File: src/rtl/core/utf8_to_utf16_transcoder_defines.svh
// Assertion macros shared by the transcoder RTL.
`ifndef UTF8_TO_UTF16_TRANSCODER_DEFINES_SVH
`define UTF8_TO_UTF16_TRANSCODER_DEFINES_SVH

// Same-cycle implication, checked at every rising edge outside reset.
`define UTT_ASSERT_NOW(label, ante, cons) \
   label: assert property (@(posedge clock) disable iff (reset) (ante) |-> (cons)) \
      else $error("utt assertion failed");

// Next-cycle implication, checked at every rising edge outside reset.
`define UTT_ASSERT_NEXT(label, ante, cons) \
   label: assert property (@(posedge clock) disable iff (reset) (ante) |=> (cons)) \
      else $error("utt assertion failed");

`endif

File: src/rtl/core/utt_pkg.sv
package utt_pkg;

   // Byte classification masks and patterns
   localparam logic [7:0] AsciiLimit   = 8'h80;
   localparam logic [7:0] Lead2Mask    = 8'hE0;
   localparam logic [7:0] Lead2Code    = 8'hC0;
   localparam logic [7:0] Lead3Mask    = 8'hF0;
   localparam logic [7:0] Lead3Code    = 8'hE0;
   localparam logic [7:0] Lead4Mask    = 8'hF8;
   localparam logic [7:0] Lead4Code    = 8'hF0;
   localparam logic [7:0] ContMask     = 8'hC0;
   localparam logic [7:0] ContCode     = 8'h80;

   // Code point limits
   localparam logic [20:0] SurrogateLow  = 21'h00D800;
   localparam logic [20:0] SurrogateHigh = 21'h00DFFF;
   localparam logic [20:0] BmpMax        = 21'h00FFFF;
   localparam logic [20:0] CodeMax       = 21'h10FFFF;
   localparam logic [20:0] SuppBase      = 21'h010000;
   localparam logic [15:0] HighSurrBase  = 16'hD800;
   localparam logic [15:0] LowSurrBase   = 16'hDC00;

   // Output queue depth
   localparam int unsigned QueueDepth = 2;

   typedef struct packed {
      logic [15:0] code_unit;
      logic        unit_valid;
      logic        string_end;
      logic        string_error;
      logic        run_last;
   } utt_result_type;

endpackage

File: src/rtl/core/utf8_to_utf16_transcoder.sv
// UTF-8 to UTF-16 transcoder. Takes one byte per cycle on req_ and returns
// UTF-16 units on rsp_, one result per cycle: a supplementary character
// yields a high/low surrogate pair on two consecutive results, and the last
// byte of a string always yields a result that carries string_end (with
// string_error set on an end-only result when the string was rejected).
// A byte is held in the input register, is decoded there and lands in a
// two-entry result queue whose head is presented on rsp_. Sustained rate
// is one byte per cycle while rsp_ready stays high; input stalls only when
// the result queue lacks room for the results of the byte in the input
// register.
`include "utf8_to_utf16_transcoder_defines.svh"

module utf8_to_utf16_transcoder
   import utt_pkg::*;
(
   input  logic        clock,
   input  logic        reset,
   input  logic        req_valid,
   output logic        req_ready,
   input  logic [7:0]  req_in_byte,
   input  logic        req_string_last,
   output logic        rsp_valid,
   input  logic        rsp_ready,
   output logic [15:0] rsp_code_unit,
   output logic        rsp_unit_valid,
   output logic        rsp_string_end,
   output logic        rsp_string_error,
   output logic        rsp_run_last
);

   logic           in_valid_ff;
   logic           in_valid_in;
   logic [7:0]     in_byte_ff;
   logic           in_last_ff;
   logic [1:0]     result_count;
   utt_result_type result0;
   utt_result_type result1;
   utt_result_type q_ff [QueueDepth];
   utt_result_type q_in [QueueDepth];
   logic [1:0]     cnt_ff;
   logic [1:0]     cnt_in;
   logic           pop;
   logic           fire;
   logic [2:0]     fill_after;

   utt_decoder u_decoder (
      .clock        (clock),
      .reset        (reset),
      .fire         (fire),
      .in_byte      (in_byte_ff),
      .string_last  (in_last_ff),
      .result_count (result_count),
      .result0      (result0),
      .result1      (result1)
   );

   // Decode when the queue has room for this byte's results
   assign pop        = rsp_valid && rsp_ready;
   assign fill_after = {1'b0, cnt_ff} - {2'b00, pop} + {1'b0, result_count};
   assign fire       = in_valid_ff && (fill_after <= 3'(QueueDepth));
   assign req_ready  = !in_valid_ff || fire;

   // Hold the accepted transaction in the input register
   always_comb begin
      in_valid_in = in_valid_ff;
      if (req_valid && req_ready) begin
         in_valid_in = 1'b1;
      end else if (fire) begin
         in_valid_in = 1'b0;
      end
   end

   always_ff @(posedge clock) begin
      if (reset) begin
         in_valid_ff <= 1'b0;
      end else begin
         in_valid_ff <= in_valid_in;
      end
   end

   always_ff @(posedge clock) begin
      if (req_valid && req_ready) begin
         in_byte_ff <= req_in_byte;
         in_last_ff <= req_string_last;
      end
   end

   // Drop the delivered head, then append new results
   always_comb begin
      logic [1:0] cnt_tmp;

      q_in    = q_ff;
      cnt_tmp = cnt_ff;
      if (pop) begin
         q_in[0] = q_ff[1];
         cnt_tmp = cnt_ff - 2'd1;
      end
      if (fire) begin
         if (result_count == 2'd2) begin
            q_in[0] = result0;
            q_in[1] = result1;
         end else if (result_count == 2'd1) begin
            q_in[cnt_tmp[0]] = result0;
         end
         cnt_in = cnt_tmp + result_count;
      end else begin
         cnt_in = cnt_tmp;
      end
   end

   always_ff @(posedge clock) begin
      if (reset) begin
         cnt_ff <= 2'd0;
      end else begin
         cnt_ff <= cnt_in;
      end
   end

   always_ff @(posedge clock) begin
      q_ff <= q_in;
   end

   // Present the queue head
   assign rsp_valid        = (cnt_ff != 2'd0);
   assign rsp_code_unit    = q_ff[0].code_unit;
   assign rsp_unit_valid   = q_ff[0].unit_valid;
   assign rsp_string_end   = q_ff[0].string_end;
   assign rsp_string_error = q_ff[0].string_error;
   assign rsp_run_last     = q_ff[0].run_last;

   `UTT_ASSERT_NOW(a_cnt_range, 1'b1, cnt_ff <= 2'(QueueDepth))
   `UTT_ASSERT_NOW(a_pair_together, rsp_valid && !rsp_run_last, cnt_ff == 2'(QueueDepth))
   `UTT_ASSERT_NOW(a_error_on_end_only, rsp_valid && rsp_string_error,
                   rsp_string_end && !rsp_unit_valid)

endmodule

File: src/rtl/core/utt_decoder.sv
`include "utf8_to_utf16_transcoder_defines.svh"

module utt_decoder
   import utt_pkg::*;
(
   input  logic           clock,
   input  logic           reset,
   input  logic           fire,
   input  logic [7:0]     in_byte,
   input  logic           string_last,
   output logic [1:0]     result_count,
   output utt_result_type result0,
   output utt_result_type result1
);

   logic [20:0] partial_ff;
   logic [20:0] partial_in;
   logic [1:0]  remain_ff;
   logic [1:0]  remain_in;
   logic        error_ff;
   logic        error_in;

   // Decode one byte against the current character state
   always_comb begin
      logic [20:0] cp;
      logic [20:0] cp_off;
      logic [15:0] unit0;
      logic [15:0] unit1;
      logic [1:0]  n;
      logic        err_n;

      cp       = {partial_ff[14:0], in_byte[5:0]};
      cp_off   = cp - SuppBase;
      unit0    = 16'h0000;
      unit1    = 16'h0000;
      n        = 2'd0;
      err_n    = error_ff;
      partial_in = partial_ff;
      remain_in  = remain_ff;

      if (!error_ff) begin
         if (remain_ff == 2'd0) begin
            if (in_byte < AsciiLimit) begin
               unit0 = {8'h00, in_byte};
               n     = 2'd1;
            end else if ((in_byte & Lead2Mask) == Lead2Code) begin
               partial_in = {16'h0000, in_byte[4:0]};
               remain_in  = 2'd1;
            end else if ((in_byte & Lead3Mask) == Lead3Code) begin
               partial_in = {17'h00000, in_byte[3:0]};
               remain_in  = 2'd2;
            end else if ((in_byte & Lead4Mask) == Lead4Code) begin
               partial_in = {18'h00000, in_byte[2:0]};
               remain_in  = 2'd3;
            end else begin
               err_n = 1'b1;
            end
         end else if ((in_byte & ContMask) != ContCode) begin
            // drop the partial character
            err_n      = 1'b1;
            remain_in  = 2'd0;
            partial_in = '0;
         end else begin
            partial_in = cp;
            remain_in  = remain_ff - 2'd1;
            if (remain_ff == 2'd1) begin
               partial_in = '0;
               if ((cp >= SurrogateLow && cp <= SurrogateHigh) || cp > CodeMax) begin
                  err_n = 1'b1;
               end else if (cp <= BmpMax) begin
                  unit0 = cp[15:0];
                  n     = 2'd1;
               end else begin
                  unit0 = HighSurrBase | {6'b000000, cp_off[19:10]};
                  unit1 = LowSurrBase | {6'b000000, cp_off[9:0]};
                  n     = 2'd2;
               end
            end
         end
      end

      // Build the results for this byte
      result0 = '{code_unit: unit0, unit_valid: 1'b1, string_end: 1'b0,
                  string_error: 1'b0, run_last: (n == 2'd1)};
      result1 = '{code_unit: unit1, unit_valid: 1'b1, string_end: 1'b0,
                  string_error: 1'b0, run_last: 1'b1};
      result_count = n;

      if (string_last) begin
         if (remain_in != 2'd0) begin
            err_n = 1'b1;
         end
         if (n == 2'd2) begin
            result1.string_end = 1'b1;
         end else if (n == 2'd1) begin
            result0.string_end = 1'b1;
         end else begin
            result0      = '{code_unit: 16'h0000, unit_valid: 1'b0, string_end: 1'b1,
                             string_error: err_n, run_last: 1'b1};
            result_count = 2'd1;
         end
         // return to the idle state at end of string
         err_n      = 1'b0;
         remain_in  = 2'd0;
         partial_in = '0;
      end

      error_in = err_n;
   end

   // Advance the character state on each decoded byte
   always_ff @(posedge clock) begin
      if (reset) begin
         partial_ff <= '0;
         remain_ff  <= 2'd0;
         error_ff   <= 1'b0;
      end else if (fire) begin
         partial_ff <= partial_in;
         remain_ff  <= remain_in;
         error_ff   <= error_in;
      end
   end

   `UTT_ASSERT_NEXT(a_end_clears_state, fire && string_last,
                    remain_ff == 2'd0 && !error_ff && partial_ff == '0)
   `UTT_ASSERT_NOW(a_idle_partial_zero, error_ff || remain_ff == 2'd0, partial_ff == '0)
   `UTT_ASSERT_NOW(a_last_has_result, string_last, result_count != 2'd0)

endmodule

File: config.mk
export PLATFORM = sky130hd
export DESIGN_NAME = utf8_to_utf16_transcoder
export DESIGN_NICKNAME = d
export VERILOG_FILES = /design/src/rtl/core/utt_pkg.sv /design/src/rtl/core/utf8_to_utf16_transcoder.sv /design/src/rtl/core/utt_decoder.sv
export VERILOG_INCLUDE_DIRS = /design/src /design/src/rtl/core
export SDC_FILE = /design/constraint.sdc
export NUM_CORES = 1
export LEC_CHECK = 0
export BUFFER_PORTS_ARGS = -buffer_cell sky130_fd_sc_hd__clkbuf_2
export CAP_MARGIN = 40
export CELL_PAD_IN_SITES_DETAIL_PLACEMENT = 2
export CELL_PAD_IN_SITES_GLOBAL_PLACEMENT = 2
export CORE_MARGIN = 3
export CORE_UTILIZATION = 37
export DETAILED_ROUTE_END_ITERATION = 16
export PLACE_DENSITY_LB_ADDON = 0.05
export SYNTH_ARGS = -nofsm -noshare
export SYNTH_HDL_FRONTEND = slang
export SYNTH_SLANG_ARGS = --single-unit
File: constraint.sdc
create_clock -name clock -period 6.1 [get_ports clock]
set_input_delay 0.915 -clock clock [delete_from_list [all_inputs] [get_ports clock]]
set_output_delay 0.915 -clock clock [all_outputs]
set_load 0.05 [all_outputs]
After elaboration in Yosys (flattened, before gate mapping)
Cells that the tools add are included.

storage, ports and cells
  input port bits = 13
  bits in registers = 70
  word-level logic and storage cells = 127
  output and inout bits = 22

operators by class
  equal/unequal tests = 12
  magnitude comparators = 8
  mux-type cells = 68
  add/sub/neg operators = 6
  reduce and logical (&&, ||, !) cells = 15
  bitwise logic cells = 1

operators by type and width
  kind                    count
  $mux 16                 12
  $mux 15                 9
  $mux 40                 3
  $mux 20                 4
  $le 21x16->1 const B    2
  $bwmux 40               1
  $mux 2                  20
  $ge 21x16->1 const B    1
  $gt 21x21->1 const B    1
  $demux 20 s1            1
  $sub 20x17->20 const B  1
  $mux 17                 1
  $mux 1                  16
  $lt 8x8->1 const B      1
  $mux 8                  1
  $reduce_bool 2->1       4
  $eq 2x1->1 const B      3
  $eq 5x5->1 const B      1
  $logic_and 1x1->1       5
  $ne 5x5->1 const B      1
  $eq 2x2->1 const B      2
  $eq 4x4->1 const B      1
  $ne 2x2->1 const B      2
  $reduce_and 4->1        1
  other kinds (14)        16

Logic depth before layout (Yosys ltp)
Gate-level depths: netlist of the first run.

  word-level depth = 18
  mapped depth = 21
  gate-level depth less buffers = 19

Cells and area by module
A second synthesis of the first run with hierarchy kept.

unflattened totals
  cells, all modules = 481
  area total of the unflattened synthesis = 4292.9 sq um

by module, submodules not included
  module                    area an instance (sq um)  times used  seq. area each (sq um)  cells an instance
  utf8_to_utf16_transcoder  2671.3                    1           1331.3                  265
  utt_decoder               1621.6                    1           360.3                   216

Least setup slack after synthesis of the first run
No wires, ideal clock.

  kind = register -> register
  start = reg in_byte_ff[5]
  end = reg q_ff[0] (netlist name), enable pin
  cell stages (with the launch flop) = 17
  arrival time = 4.434 ns
  clock period less this slack = 4.830 ns
  slack = 1.270 ns
  buffers on the path = 1
  library setup time = 0.397 ns
  required time = 5.703 ns
  cell sequence = edfxtp_1 -> buf_2 -> nand3_2 -> or4_4 -> o211a_1 -> a21oi_4 -> nand3_1 -> a21o_1 -> ha_1 -> nand2b_1 -> o21ai_1 -> ha_1 -> inv_1 -> fa_1 -> xor2_1 -> nand3_1 -> nor2_1

between the ends
  word-level cells in the longest chain between the ends = 16
  elaborated cells between the ends (all ways) = 26
  those cells by class = add/sub: 1; order compare: 6; eq/ne: 4; mux: 10; reduce/logical: 5

RTL lines
  element                                       RTL line                         RTL
  from (decl)                                   utf8_to_utf16_transcoder.sv:33   logic [7:0] in_byte_ff;
  from (signal assigned)                        utf8_to_utf16_transcoder.sv:83   in_byte_ff <= req_in_byte;
  $ge 21x16->1 or $le 21x16->1 (tied branches)  utt_decoder.sv:68                if ((cp >= SurrogateLow && cp <= SurrogateHigh) || cp > CodeMax) begin
  $logic_and 1x1->1                             utt_decoder.sv:68
  $logic_or 1x1->1                              utt_decoder.sv:68
  $mux 2                                        utt_decoder.sv:68
  $mux 2                                        utt_decoder.sv:66                if (remain_ff == 2'd1) begin
  $mux 2                                        utt_decoder.sv:58                end else if ((in_byte & ContMask) != ContCode) begin
  $mux 2 (*)                                    utt_decoder.sv:42                if (remain_ff == 2'd0) begin
  $mux 2 (*)                                    utt_decoder.sv:41                if (!error_ff) begin
  $eq 2x1->1                                    utt_decoder.sv:95                end else if (n == 2'd1) begin
  $mux 2                                        utt_decoder.sv:95
  $mux 2                                        utt_decoder.sv:93                if (n == 2'd2) begin
  $mux 2 (*)                                    utt_decoder.sv:89                if (string_last) begin
  $add 3x2->3                                   utf8_to_utf16_transcoder.sv:59   assign fill_after = {1'b0, cnt_ff} - {2'b00, pop} + {1'b0, result_count};
  $le 3x2->1                                    utf8_to_utf16_transcoder.sv:60   assign fire = in_valid_ff && (fill_after <= 3'(QueueDepth));
  $logic_and 1x1->1                             utf8_to_utf16_transcoder.sv:60
  $reduce_and 2->1 (no source line) (*)         -
  to (signal assigned)                          utf8_to_utf16_transcoder.sv:120  q_ff <= q_in;
  to (decl)                                     utf8_to_utf16_transcoder.sv:38   utt_result_type q_ff [QueueDepth];

Mark *: on every way between the ends. The rest lies on a longest branch, timed or not.
A chain may end at the register's enable or synchronous reset.

Worst setup path after layout of the first run
  start = reg in_byte_ff[4]
  end = out req_ready

between the ends
  word-level cells in the longest chain between the ends = 16
  elaborated cells between the ends (all ways) = 23
  those cells by class = add/sub: 1; order compare: 6; eq/ne: 2; mux: 10; reduce/logical: 4

RTL lines
  element                                       RTL line                        RTL
  $ge 21x16->1 or $le 21x16->1 (tied branches)  utt_decoder.sv:68
  $logic_and 1x1->1                             utt_decoder.sv:68
  $logic_or 1x1->1                              utt_decoder.sv:68
  $mux 2                                        utt_decoder.sv:68
  $mux 2                                        utt_decoder.sv:66
  $mux 2                                        utt_decoder.sv:58
  $mux 2 (*)                                    utt_decoder.sv:42
  $mux 2 (*)                                    utt_decoder.sv:41
  $eq 2x1->1                                    utt_decoder.sv:95
  $mux 2                                        utt_decoder.sv:95
  $mux 2                                        utt_decoder.sv:93
  $mux 2 (*)                                    utt_decoder.sv:89
  $add 3x2->3 (*)                               utf8_to_utf16_transcoder.sv:59
  $le 3x2->1 (*)                                utf8_to_utf16_transcoder.sv:60
  $logic_and 1x1->1 (*)                         utf8_to_utf16_transcoder.sv:60
  $logic_or 1x1->1 (*)                          utf8_to_utf16_transcoder.sv:61  assign req_ready = !in_valid_ff || fire;
  to (decl)                                     utf8_to_utf16_transcoder.sv:19  output logic req_ready,

Marks and branches as above.

==> impl_metrics.prom, run 1 <==
# TYPE chip_impl_metric gauge
chip_impl_info{name="status",value="finished, final reports clean"} 1
chip_impl_metric{name="chipWidth",unit="um"} 109
chip_impl_info{name="worst_setup_path_end_kind",value="output pin"} 1
chip_impl_metric{name="max_slew.worst_pin.slew",unit="ns"} 0.881
chip_impl_metric{name="antenna_cells_inserted",unit=""} 0
chip_impl_metric{name="final_layout_size_suffix_gt1_share",unit="%"} 16.4
chip_impl_metric{name="grt_pass1_wl",unit="um"} 20100
chip_impl_metric{name="core_region",unit="mm2"} 0.0104
chip_impl_metric{name="design.final.nets",unit=""} 471
chip_impl_metric{name="start_util",unit="%"} 38.1
chip_impl_metric{name="grt_overflow_total",unit=""} 0
chip_impl_metric{name="timing.final.crit_share",unit="%"} 91.9
chip_impl_metric{name="grt_pass1_vias",unit=""} 3685
chip_impl_info{name="layout.cells.most_common_list",value="sky130_fd_sc_hd__nand2_1, sky130_fd_sc_hd__a21oi_1, sky130_fd_sc_hd__dfxtp_1"} 1
chip_impl_info{name="worstReg2RegStart",value="in_byte_ff[4]"} 1
chip_impl_metric{name="power_switching",unit="W"} 0.000969
chip_impl_metric{name="timing.critical_path.fanout_max",unit=""} 9
chip_impl_metric{name="io_pins",unit=""} 35
chip_impl_metric{name="ys_async_sr_fraction",unit="%"} 0
chip_impl_info{name="yosys_most_used_dff",value="sky130_fd_sc_hd__dfxtp_1"} 1
chip_impl_metric{name="worst-endpoint-arrival",unit="ns"} 4.69
chip_impl_info{name="cts_tree",value="done"} 1
chip_impl_metric{name="floorplan.die_area",unit="mm2"} 0.0120
chip_impl_metric{name="cts.repair_timing.setup_buffer_count",unit=""} 0
chip_impl_metric{name="wl",unit="um"} 12200
chip_impl_metric{name="cellLeakagePower",unit="nW"} 1.65
chip_impl_metric{name="r2r_setup_slack",unit="ns"} 0.81
chip_impl_metric{name="max-cap-violations",unit=""} 0
chip_impl_metric{name="vias_post_dr",unit=""} 3406
chip_impl_info{name="hold_path_startpoint",value="u_decoder.partial_ff[13]"} 1
chip_impl_metric{name="max_clock_freq",unit="MHz"} 178
chip_impl_metric{name="timing.clock.skew",unit="ns"} 0.00988
chip_impl_metric{name="drt_first_iter_violations",unit=""} 134
chip_impl_metric{name="detailed_place_hpwl",unit="um"} 8800
chip_impl_metric{name="placement_rows",unit=""} 37
chip_impl_metric{name="timing.reg2reg.worst_path_depth",unit=""} 17
chip_impl_metric{name="finalCriticalPeriod",unit="ns"} 5.61
chip_impl_metric{name="synth_area",unit="mm2"} 0.00395
chip_impl_metric{name="cts_resized",unit=""} 0
chip_impl_metric{name="num-fill-cells",unit=""} 1177
chip_impl_metric{name="cts-htree-levels",unit=""} 3
chip_impl_metric{name="area_delta_synth_final",unit="%"} 8.92
chip_impl_metric{name="worstSkewPairLatency",unit="ns"} 0.35
chip_impl_metric{name="seq_power_share",unit="%"} 35.5
chip_impl_metric{name="io_buffers",unit=""} 34
chip_impl_info{name="crit_family",value="simple AND/OR/NAND/NOR gates"} 1
chip_impl_metric{name="syn_avg_cell_area",unit="um2"} 9.09
chip_impl_metric{name="power.density",unit="mW/mm2"} 480
chip_impl_metric{name="post_synth_edffs",unit=""} 29
chip_impl_metric{name="antenna_found_initial",unit=""} 0
chip_impl_metric{name="detail-route-antenna-nets",unit=""} 0
chip_impl_info{name="startpoint_type",value="register"} 1
chip_impl_metric{name="drcViolationCount",unit=""} 0
chip_impl_info{name="r2r-end",value="rsp_code_unit[15]"} 1
chip_impl_metric{name="drt_first_pass_iters",unit=""} 4
chip_impl_metric{name="max_stage_delay_on_crit_path",unit="ns"} 0.60
chip_impl_metric{name="placed_cells",unit=""} 571
chip_impl_metric{name="synth_cell_types",unit=""} 57
chip_impl_metric{name="die_h",unit="um"} 109
chip_impl_metric{name="ys_ff_latch",unit=""} 70
chip_impl_metric{name="netlist_instances",unit=""} 435
chip_impl_metric{name="instances_no_fill",unit=""} 587
chip_impl_metric{name="cts_num_sinks",unit=""} 70
chip_impl_info{name="timing.critical_path.cells",value="nand3_2, or4_4, o211a_1, a21oi_4, nand3_1, a21o_1, ha_1, nand2b_1, o21ai_1, ha_1, inv_1, fa_1, xor2_1, nand2_1, nand2_1, clkbuf_2"} 1
chip_impl_metric{name="postCtsHoldBufs",unit=""} 0
chip_impl_metric{name="p_int",unit="W"} 0.00110
chip_impl_metric{name="ys_seq_area_share",unit="%"} 42.8
chip_impl_metric{name="power.switching_fraction",unit="%"} 46.8
chip_impl_info{name="cts-root-buf",value="sky130_fd_sc_hd__clkbuf_8"} 1
chip_impl_metric{name="timing.final.max_slew_violations",unit=""} 0
chip_impl_metric{name="fin_tns_setup",unit="ns"} 0
chip_impl_metric{name="vdd_ir_max",unit="mV"} 0.179
chip_impl_info{name="most_common_cell_after_layout_fill_and_taps_aside",value="sky130_fd_sc_hd__nand2_1"} 1
chip_impl_metric{name="critical_path_depth",unit=""} 16
chip_impl_metric{name="numCtsBuffers",unit=""} 9
chip_impl_metric{name="cp.required",unit="ns"} 5.18
chip_impl_metric{name="final_hold_violation_count",unit=""} 0
chip_impl_info{name="path_class",value="reg2out"} 1
chip_impl_info{name="rsz0062_at_grt",value="no"} 1
chip_impl_metric{name="cp_num_buf_inv",unit=""} 2
chip_impl_metric{name="power.share.clock",unit="%"} 16.9
chip_impl_metric{name="setup_viol",unit=""} 0
chip_impl_info{name="min-delay-path-class",value="reg2reg"} 1
chip_impl_metric{name="grt_max_degree",unit=""} 34
chip_impl_info{name="whs_endpoint",value="u_decoder.partial_ff[13]"} 1
chip_impl_metric{name="track_usage",unit="%"} 21.9
chip_impl_info{name="worst_path_max_delay_cell",value="sky130_fd_sc_hd__or4_4"} 1
chip_impl_metric{name="detail_route.vias_per_cell",unit=""} 5.80
chip_impl_metric{name="clk_pin_slew_worst_paths",unit="ns"} 0.08
chip_impl_metric{name="worstHoldPathCells",unit=""} 2
chip_impl_metric{name="pwr-share-comb",unit="%"} 47.6
chip_impl_metric{name="routabilityCongestion",unit=""} 0.793
chip_impl_metric{name="wire_per_inst",unit="um"} 20.8
chip_impl_metric{name="synth-warning-count",unit=""} 0
chip_impl_metric{name="relSlewSlack",unit="%"} 41.3
chip_impl_metric{name="synth_fp_nets",unit=""} 460
chip_impl_metric{name="cts.path.max_buffers",unit=""} 2
-- synth_stat cells, drive strengths merged (2+ instances only) --
cell type	instances	area [um2]
o21a	2	15.0
nand4	3	18.8
o21ai	17	85.1
o2111ai	5	43.8
mux2	3	33.8
nor2b	8	50.1
nor3	9	55.1
a221o	13	130
a211oi	10	75.1
nor4	2	12.5
a21o	4	30.0
and4b	2	20.0
buf	22	156
o211ai	4	30.0
edfxtp	29	871
nand4b	2	17.5
a32o	8	80.1
a21oi	47	254
nand2	57	214
and3	5	31.3
and4	3	28.8
and2	2	12.5
clkbuf	21	78.8
mux2i	7	82.6
inv	19	71.3
nand2b	7	43.8
nor2	19	71.3
dfxtp	41	821
a31oi	4	25.0
a22oi	7	52.6
ha	11	138
or4	2	22.5
xor2	2	17.5
nand3	24	125
o31ai	2	15.0
-- final cells by class --
class / instances / area [um2] / area share, %
clock inverter: 5 / 33.8 / 0.784
multi-input combinational: 303 / 1960 / 45.6
tap: 136 / 170 / 3.95
clock buffer: 11 / 141 / 3.28
timing repair buffer: 43 / 235 / 5.46
inverter: 19 / 71.3 / 1.66
sequential: 70 / 1690 / 39.3
-- worst reg2reg max path, stage by stage (launching register included) --
cell,delay [ns]
sky130_fd_sc_hd__edfxtp_1,0.57
sky130_fd_sc_hd__nand3_2,0.18
sky130_fd_sc_hd__or4_4,0.60
sky130_fd_sc_hd__o211a_1,0.29
sky130_fd_sc_hd__a21oi_4,0.23
sky130_fd_sc_hd__nand3_1,0.12
sky130_fd_sc_hd__a21o_1,0.24
sky130_fd_sc_hd__ha_1,0.22
sky130_fd_sc_hd__nand2b_1,0.23
sky130_fd_sc_hd__o21ai_1,0.19
sky130_fd_sc_hd__ha_1,0.27
sky130_fd_sc_hd__inv_1,0.09
sky130_fd_sc_hd__fa_1,0.38
sky130_fd_sc_hd__xor2_1,0.24
sky130_fd_sc_hd__nand3_1,0.36
sky130_fd_sc_hd__nor2_2,0.23
sky130_fd_sc_hd__buf_4,0.36
sky130_fd_sc_hd__mux2_2,0.38
-- kinds of logic after synthesis --
group                    after synthesis  share of synthesized area (%)
adder cells (fa/ha/maj)               12                           3.99
AND/OR/NAND/NOR                      147                           18.7
buffers and inverters                 62                           7.75
flip-flops                            70                           42.8
XOR/XNOR                               2                          0.443
AO/OA/AOI/OAI                        132                           23.4
multiplexers                          10                           2.94
-- flip-flops by register name, indices dropped and copies added (netlist names) --
register,flops
rsp_string_end,1
rsp_run_last,1
in_valid_ff,1
u_decoder.error_ff,1
rsp_unit_valid,1
cnt_ff,2
in_byte_ff,8
rsp_code_unit,16
u_decoder.partial_ff,15
u_decoder.remain_ff,2
in_last_ff,1
q_ff,20
rsp_string_error,1
-- how the worst max path moves through the flow --
stage / start / slack (ns) / end
3_5_place_dp: in_byte_ff[4] / 0.83 / rsp_code_unit[15]
3_3_place_gp: in_byte_ff[4] / 1.01 / rsp_code_unit[15]
6_report: in_byte_ff[4] / 0.49 / req_ready
4_1_cts: in_byte_ff[4] / 0.49 / req_ready
2_1_floorplan: in_byte_ff[5] / 1.27 / q_ff[0]
5_1_grt: in_byte_ff[4] / 0.09 / req_ready
-- through the flow --
stage / power (W) / area, um2 / setup WS [ns] / hold slack (ns) / util, %
after floorplan: 0.00152 / 3950 / 1.27 / 0.458 / -
after global placement: 0.00170 / 4120 / 1.01 / 0.485 / 39.7
after detailed placement: 0.00174 / 4130 / 0.826 / 0.510 / 39.8
after CTS: 0.00209 / 4310 / 0.490 / 0.521 / 41.5
after global routing: 0.00222 / 4310 / 0.0946 / 0.553 / 41.5
final: 0.00207 / 4310 / 0.493 / 0.516 / 41.5
-- routing by layer --
metal	vias to the layer above	track usage [%]	share of wire, %
met5	-	0	0
met4	0	5.08	0.76
met3	10	3.58	4.1
met2	50	36.7	47
met1	1718	29.6	48
li1	1628	-	-
-- power groups by stage --
stage | registers (W) | clock network (W) | logic [W]
5_1_grt | 0.000753 | 0.000382 | 0.00108
6_report | 0.000735 | 0.000350 | 0.000985
3_5_place_dp | 0.000747 | 0 | 0.000990
4_1_cts | 0.000736 | 0.000358 | 0.000994
3_3_place_gp | 0.000739 | 0 | 0.000959
2_1_floorplan | 0.000747 | 0 | 0.000776
Power figures use the tool's default switching activity.
==> run 2, diff against run 1 <==
CELL_PAD_IN_SITES_DETAIL_PLACEMENT = 1   (was 2)
==> run 2 against run 1 <==
  * Non-clock buffer count stayed put
  * Largest cell class unchanged
  * Count of clock-buffer cells in the layout is 1 lower
  * Worst setup slack better by 0.089 ns
  * Sequential share of layout area increased by 0.092 points
  * Worst hold slack worse by 0.023 ns
==> impl_metrics.prom, run 2 (same netlist as run 1, synthesis figures left out) <==
# TYPE chip_impl_metric gauge
chip_impl_metric{name="timing.final.max_slew_violations",unit=""} 0
chip_impl_info{name="most_common_cell_after_layout_fill_and_taps_aside",value="sky130_fd_sc_hd__nand2_1"} 1
chip_impl_metric{name="cts.repair_timing.setup_buffer_count",unit=""} 0
chip_impl_metric{name="worstSkewPairLatency",unit="ns"} 0.36
chip_impl_metric{name="final_hold_violation_count",unit=""} 0
chip_impl_metric{name="hold_ws",unit="ns"} 0.494
chip_impl_info{name="worst_setup_path_end_kind",value="output pin"} 1
chip_impl_metric{name="grt_pass1_wl",unit="um"} 18600
chip_impl_metric{name="num-fill-cells",unit=""} 1223
chip_impl_metric{name="antenna_cells_inserted",unit=""} 0
chip_impl_metric{name="max-cap-violations",unit=""} 0
chip_impl_metric{name="drcViolationCount",unit=""} 0
chip_impl_metric{name="cts_num_sinks",unit=""} 70
chip_impl_metric{name="numCtsBuffers",unit=""} 9
chip_impl_metric{name="postCtsHoldBufs",unit=""} 0
chip_impl_metric{name="timing.clock.skew",unit="ns"} 0.0122
chip_impl_info{name="layout.cells.most_common_list",value="sky130_fd_sc_hd__nand2_1, sky130_fd_sc_hd__a21oi_1, sky130_fd_sc_hd__dfxtp_1"} 1
chip_impl_metric{name="timing.reg2reg.worst_path_depth",unit=""} 17
chip_impl_metric{name="setup_viol",unit=""} 0
chip_impl_metric{name="vias_post_dr",unit=""} 3369
chip_impl_metric{name="worstHoldPathCells",unit=""} 2
chip_impl_metric{name="relSlewSlack",unit="%"} 43.1
chip_impl_metric{name="chipWidth",unit="um"} 109
chip_impl_metric{name="max_clock_freq",unit="MHz"} 181
chip_impl_metric{name="drt_first_pass_iters",unit=""} 4
chip_impl_metric{name="start_util",unit="%"} 38.1
chip_impl_info{name="startpoint_type",value="register"} 1
chip_impl_metric{name="power_switching",unit="W"} 0.000946
chip_impl_metric{name="cts.path.max_buffers",unit=""} 2
chip_impl_metric{name="timing.final.crit_share",unit="%"} 90.5
chip_impl_metric{name="antenna_found_initial",unit=""} 0
chip_impl_metric{name="power.density",unit="mW/mm2"} 473
chip_impl_metric{name="io_buffers",unit=""} 34
chip_impl_metric{name="power.share.clock",unit="%"} 16.6
chip_impl_metric{name="placed_cells",unit=""} 571
chip_impl_metric{name="wire_per_inst",unit="um"} 19.5
chip_impl_metric{name="max_slew.worst_pin.slew",unit="ns"} 0.853
chip_impl_metric{name="core_region",unit="mm2"} 0.0104
chip_impl_info{name="cp-startpoint",value="in_byte_ff[4]"} 1
chip_impl_metric{name="cts_resized",unit=""} 0
chip_impl_metric{name="track_usage",unit="%"} 20.2
chip_impl_metric{name="multiInputGateArea",unit="mm2"} 0.00196
chip_impl_metric{name="area_delta_synth_final",unit="%"} 8.67
chip_impl_metric{name="design.final.nets",unit=""} 471
chip_impl_metric{name="p_int",unit="W"} 0.00109
chip_impl_metric{name="seq_area",unit="mm2"} 0.00169
chip_impl_metric{name="routabilityCongestion",unit=""} 0.793
chip_impl_info{name="worst_path_max_delay_cell",value="sky130_fd_sc_hd__or4_4"} 1
chip_impl_metric{name="wl",unit="um"} 11400
chip_impl_metric{name="cellLeakagePower",unit="nW"} 1.64
chip_impl_info{name="hold_path_startpoint",value="u_decoder.partial_ff[13]"} 1
chip_impl_metric{name="final_layout_size_suffix_gt1_share",unit="%"} 16.2
chip_impl_metric{name="clk_pin_slew_worst_paths",unit="ns"} 0.08
chip_impl_metric{name="instances_no_fill",unit=""} 587
chip_impl_metric{name="grt_pass1_vias",unit=""} 3513
chip_impl_metric{name="drt_first_iter_violations",unit=""} 147
chip_impl_metric{name="grt_overflow_total",unit=""} 0
chip_impl_metric{name="detailed_place.area",unit="mm2"} 0.00413
chip_impl_metric{name="vdd_ir_max",unit="mV"} 0.184
chip_impl_metric{name="die_h",unit="um"} 109
chip_impl_metric{name="fin_tns_setup",unit="ns"} 0
chip_impl_info{name="cts-root-buf",value="sky130_fd_sc_hd__clkbuf_8"} 1
chip_impl_metric{name="cp.required",unit="ns"} 5.18
chip_impl_metric{name="max_stage_delay_on_crit_path",unit="ns"} 0.59
chip_impl_info{name="cts_tree",value="done"} 1
chip_impl_metric{name="flip_flop_count_of_the_largest_register_all_copies_and_words_added",unit=""} 20
chip_impl_info{name="timing.critical_path.cells",value="nand3_2, or4_4, o211a_1, a21oi_4, nand3_1, a21o_1, ha_1, nand2b_1, o21ai_1, ha_1, inv_1, fa_1, xor2_1, nand2_1, nand2_1, clkbuf_2"} 1
chip_impl_info{name="largest_register",value="q_ff"} 1
chip_impl_metric{name="finalCriticalPeriod",unit="ns"} 5.52
chip_impl_metric{name="timing.critical_path.fanout_max",unit=""} 9
chip_impl_info{name="rsz0062_at_grt",value="no"} 1
chip_impl_metric{name="seq_power_share",unit="%"} 36.1
chip_impl_metric{name="pwr-share-comb",unit="%"} 47.3
chip_impl_metric{name="detailed_place_hpwl",unit="um"} 8150
chip_impl_metric{name="grt_max_degree",unit=""} 34
chip_impl_metric{name="placement_rows",unit=""} 37
chip_impl_info{name="status",value="finished, final reports clean"} 1
chip_impl_metric{name="power.switching_fraction",unit="%"} 46.5
chip_impl_info{name="worstReg2RegStart",value="in_byte_ff[4]"} 1
chip_impl_metric{name="detail_route.vias_per_cell",unit=""} 5.74
chip_impl_metric{name="worst-endpoint-arrival",unit="ns"} 4.60
chip_impl_metric{name="cts-htree-levels",unit=""} 3
chip_impl_metric{name="detail-route-antenna-nets",unit=""} 0
chip_impl_metric{name="io_pins",unit=""} 35
chip_impl_metric{name="floorplan.die_area",unit="mm2"} 0.0120
chip_impl_info{name="path_class",value="reg2out"} 1
chip_impl_info{name="min-delay-path-class",value="reg2reg"} 1
chip_impl_metric{name="layout.cell_area.non_filler",unit="mm2"} 0.00430
==> run 2: cell count changes in the layout (fill, tap and decap cells not counted), sizes merged <==
cell,change
clkbuf,-1
clkinv,+1
==> run 2: layout make-up <==
type                    count  share of cell area, %
multi-input cells         303                   45.7
flip-flops and latches     70                   39.4
repair buffers             43                   5.47
well taps                 136                   3.96
clock buffers              10                   2.97
inverters                  19                   1.66
clock inverters             6                  0.874
==> run 2: final timing paths <==
| kind | end | slack, ns |
|---|---|---|
| worst max-delay path | req_ready | 0.58 |
| worst min-delay path | u_decoder.partial_ff[13] | 0.49 |
| worst max register to register | rsp_code_unit[15] | 0.88 |
| worst min register to register | u_decoder.partial_ff[13] | 0.49 |
==> run 2: power groups by stage <==
stage	logic (W)	clock network, W	registers [W]
after detailed placement	0.000971	0	0.000745
after global placement	0.000959	0	0.000739
after floorplan	0.000776	0	0.000747
final	0.000962	0.000337	0.000734
after global routing	0.00106	0.000365	0.000752
after CTS	0.000974	0.000348	0.000735
==> run 2: critical path, delay by kind of cell, from the launching register on <==
kind | cells | cell delay (ns)
and+or+nand+nor | 6 | 1.31
AOI/OAI and AO/OA | 4 | 0.93
adders and majority gates | 3 | 0.83
DFF | 1 | 0.58
buffers and inverters | 2 | 0.36
xor gates and xnor gates | 1 | 0.22
==> run 2: stage by stage <==
step	total power (W)	util (%)	setup slack [ns]
final	0.00203	41.4	0.582
after global placement	0.00170	39.7	1.01
after global routing	0.00218	41.4	0.215
after CTS	0.00206	41.4	0.568
after floorplan	0.00152	-	1.27
after detailed placement	0.00172	39.8	0.915
==> run 2: per-layer routing <==
| metal | global-route usage [%] | vias to the layer above | wire [um] |
|---|---|---|---|
| met5 | 0 | - | 0 |
| li1 | - | 1626 | - |
| met4 | 5.97 | 0 | 167 |
| met1 | 27.8 | 1667 | 5570 |
| met2 | 32.7 | 61 | 5220 |
| met3 | 3.29 | 15 | 487 |
==> run 3, diff against run 2 <==
CTS_CLUSTER_SIZE = 14   (was not set)
REMOVE_ABC_BUFFERS = 1   (was not set)
SLEW_MARGIN = 20   (was not set)
==> run 3 against run 2 <==
  * Maximum frequency grew 0.17%
  * Non-clock buffer count grew 1
  * Highest routed layer unchanged
  * Critical path depth is the same
  * Clock power is essentially flat
==> impl_metrics.prom, run 3 (same netlist as run 1, synthesis figures left out) <==
# TYPE chip_impl_metric gauge
chip_impl_info{name="status",value="finished, final reports clean"} 1
chip_impl_metric{name="grt_overflow_total",unit=""} 0
chip_impl_info{name="largest_register",value="q_ff"} 1
chip_impl_metric{name="cts_num_sinks",unit=""} 70
chip_impl_info{name="hold_path_startpoint",value="u_decoder.partial_ff[11]"} 1
chip_impl_metric{name="timing.clock.skew",unit="ns"} 0.0107
chip_impl_metric{name="cp.required",unit="ns"} 5.18
chip_impl_metric{name="worstHoldPathCells",unit=""} 2
chip_impl_info{name="most_common_cell_after_layout_fill_and_taps_aside",value="sky130_fd_sc_hd__nand2_1"} 1
chip_impl_info{name="worst_path_max_delay_cell",value="sky130_fd_sc_hd__or4_4"} 1
chip_impl_metric{name="area_delta_synth_final",unit="%"} 9.08
chip_impl_metric{name="antenna_found_initial",unit=""} 0
chip_impl_metric{name="drcViolationCount",unit=""} 0
chip_impl_metric{name="max-cap-violations",unit=""} 0
chip_impl_metric{name="vias_post_dr",unit=""} 3330
chip_impl_metric{name="core_region",unit="mm2"} 0.0104
chip_impl_info{name="cp-startpoint",value="in_byte_ff[5]"} 1
chip_impl_metric{name="design.final.nets",unit=""} 472
chip_impl_metric{name="final_layout_size_suffix_gt1_share",unit="%"} 16.4
chip_impl_metric{name="detail-route-antenna-nets",unit=""} 0
chip_impl_metric{name="max_clock_freq",unit="MHz"} 182
chip_impl_metric{name="floorplan.die_area",unit="mm2"} 0.0120
chip_impl_metric{name="fin_total_pwr",unit="W"} 0.00203
chip_impl_info{name="startpoint_type",value="register"} 1
chip_impl_metric{name="grt_pass1_vias",unit=""} 3390
chip_impl_metric{name="io_pins",unit=""} 35
chip_impl_metric{name="layout.core_utilization",unit="%"} 41.6
chip_impl_metric{name="relSlewSlack",unit="%"} 59.5
chip_impl_metric{name="finalCriticalPeriod",unit="ns"} 5.51
chip_impl_info{name="path_class",value="reg2out"} 1
chip_impl_metric{name="antenna_cells_inserted",unit=""} 0
chip_impl_metric{name="wire_per_inst",unit="um"} 19.1
chip_impl_metric{name="cellLeakagePower",unit="nW"} 1.65
chip_impl_metric{name="vdd_ir_max",unit="mV"} 0.198
chip_impl_info{name="layout.cells.most_common_list",value="sky130_fd_sc_hd__nand2_1, sky130_fd_sc_hd__a21oi_1, sky130_fd_sc_hd__dfxtp_1"} 1
chip_impl_metric{name="detail_route.vias_per_cell",unit=""} 5.66
chip_impl_metric{name="final_hold_violation_count",unit=""} 0
chip_impl_metric{name="timing.critical_path.fanout_max",unit=""} 9
chip_impl_info{name="cts-root-buf",value="sky130_fd_sc_hd__clkbuf_8"} 1
chip_impl_info{name="rsz0062_at_grt",value="no"} 1
chip_impl_metric{name="io_buffers",unit=""} 34
chip_impl_info{name="cts_tree",value="done"} 1
chip_impl_metric{name="routabilityCongestion",unit=""} 0.762
chip_impl_metric{name="timing.final.max_slew_violations",unit=""} 0
chip_impl_metric{name="fin_tns_setup",unit="ns"} 0
chip_impl_info{name="worst_setup_path_end_kind",value="output pin"} 1
chip_impl_metric{name="postCtsHoldBufs",unit=""} 0
chip_impl_metric{name="clk_pin_slew_worst_paths",unit="ns"} 0.07
chip_impl_metric{name="timing.reg2reg.worst_path_depth",unit=""} 17
chip_impl_metric{name="power.density",unit="mW/mm2"} 471
chip_impl_metric{name="drt_first_pass_iters",unit=""} 4
chip_impl_metric{name="numCtsBuffers",unit=""} 9
chip_impl_metric{name="cts-htree-levels",unit=""} 3
chip_impl_metric{name="worstSkewPairLatency",unit="ns"} 0.35
chip_impl_metric{name="chipWidth",unit="um"} 109
chip_impl_metric{name="cts.repair_timing.setup_buffer_count",unit=""} 0
chip_impl_metric{name="max_stage_delay_on_crit_path",unit="ns"} 0.59
chip_impl_metric{name="track_usage",unit="%"} 20.0
chip_impl_metric{name="drt_first_iter_violations",unit=""} 141
chip_impl_metric{name="die_h",unit="um"} 109
chip_impl_metric{name="setup_viol",unit=""} 0
chip_impl_metric{name="detailed_place_hpwl",unit="um"} 8070
chip_impl_metric{name="wl",unit="um"} 11200
chip_impl_metric{name="placement_rows",unit=""} 37
chip_impl_metric{name="max_slew.worst_pin.slew",unit="ns"} 0.604
chip_impl_info{name="min-delay-path-class",value="reg2reg"} 1
chip_impl_metric{name="detailed_place.area",unit="mm2"} 0.00413
chip_impl_info{name="timing.critical_path.cells",value="nand3_2, or4_4, o211a_1, a21oi_4, nand3_1, a21o_1, ha_1, nand2b_1, o21ai_1, ha_1, inv_1, fa_1, nand2b_1, nand2_1, nand2_1, clkbuf_2"} 1
chip_impl_metric{name="flip_flop_count_of_the_largest_register_all_copies_and_words_added",unit=""} 20
chip_impl_metric{name="cts.path.max_buffers",unit=""} 2
chip_impl_metric{name="layout.cell_area.non_filler",unit="mm2"} 0.00431
chip_impl_metric{name="start_util",unit="%"} 38.1
chip_impl_metric{name="grt_pass1_wl",unit="um"} 18200
chip_impl_metric{name="cts_resized",unit=""} 0
chip_impl_metric{name="timing.final.crit_share",unit="%"} 90.3
chip_impl_metric{name="grt_max_degree",unit=""} 34
chip_impl_info{name="worstReg2RegStart",value="in_byte_ff[5]"} 1
chip_impl_metric{name="worst-endpoint-arrival",unit="ns"} 4.59
run 3: changes by cell type in the layout (fill, tap and decap cells not counted), sizes merged:
cell | before | now
clkbuf | 44 | 43
clkinv | 3 | 4
buf | 9 | 10
run 3: final timing paths:
kind              slack, ns                  endpoint
hold reg to reg        0.50  u_decoder.partial_ff[11]
hold / removal         0.50  u_decoder.partial_ff[11]
setup reg to reg       0.85         rsp_code_unit[15]
setup / recovery       0.59                 req_ready
run 3: final cells by class:
| cell class | count | area [um2] |
|---|---|---|
| fillers | 1214 | 6060 |
| clock buffers | 9 | 124 |
| multi-input cells | 303 | 1970 |
| well taps | 136 | 170 |
| flip-flops and latches | 70 | 1690 |
| clock inverters | 7 | 40.0 |
| inverters | 19 | 71.3 |
| repair buffers | 44 | 250 |
run 3: metrics by stage:
step | setup slack, ns | hold slack, ns | std cells
2_1_floorplan | 0.607 | 0.452 | 392
3_3_place_gp | 1.05 | 0.479 | 569
3_5_place_dp | 0.906 | 0.495 | 571
4_1_cts | 0.579 | 0.505 | 587
5_1_grt | 0.248 | 0.548 | 588
6_report | 0.591 | 0.497 | 588
run 3: power by group:
| group | internal, W | switching [W] | leakage [nW] |
|---|---|---|---|
| Clock | 0.000144 | 0.000190 | 0.0781 |
| Combinational | 0.000300 | 0.000667 | 0.959 |
| Sequential | 0.000643 | 0.0000881 | 0.610 |
run 3: per-layer routing:
metal,up-vias,global-route usage (%),part of all wire (%)
li1,1625,-,-
met1,1641,27.9,49
met2,55,31.9,46
met3,9,3.76,3.6
met4,0,5.52,0.95
met5,-,0,0
run 3: worst max-delay path: cells and delay by family, from the launching register on:
family	cells	cell delay [ns]
simple gates	7	1.41
compound gates	4	0.96
fa+ha+maj	3	0.95
flops	1	0.56
buf+inv	2	0.36
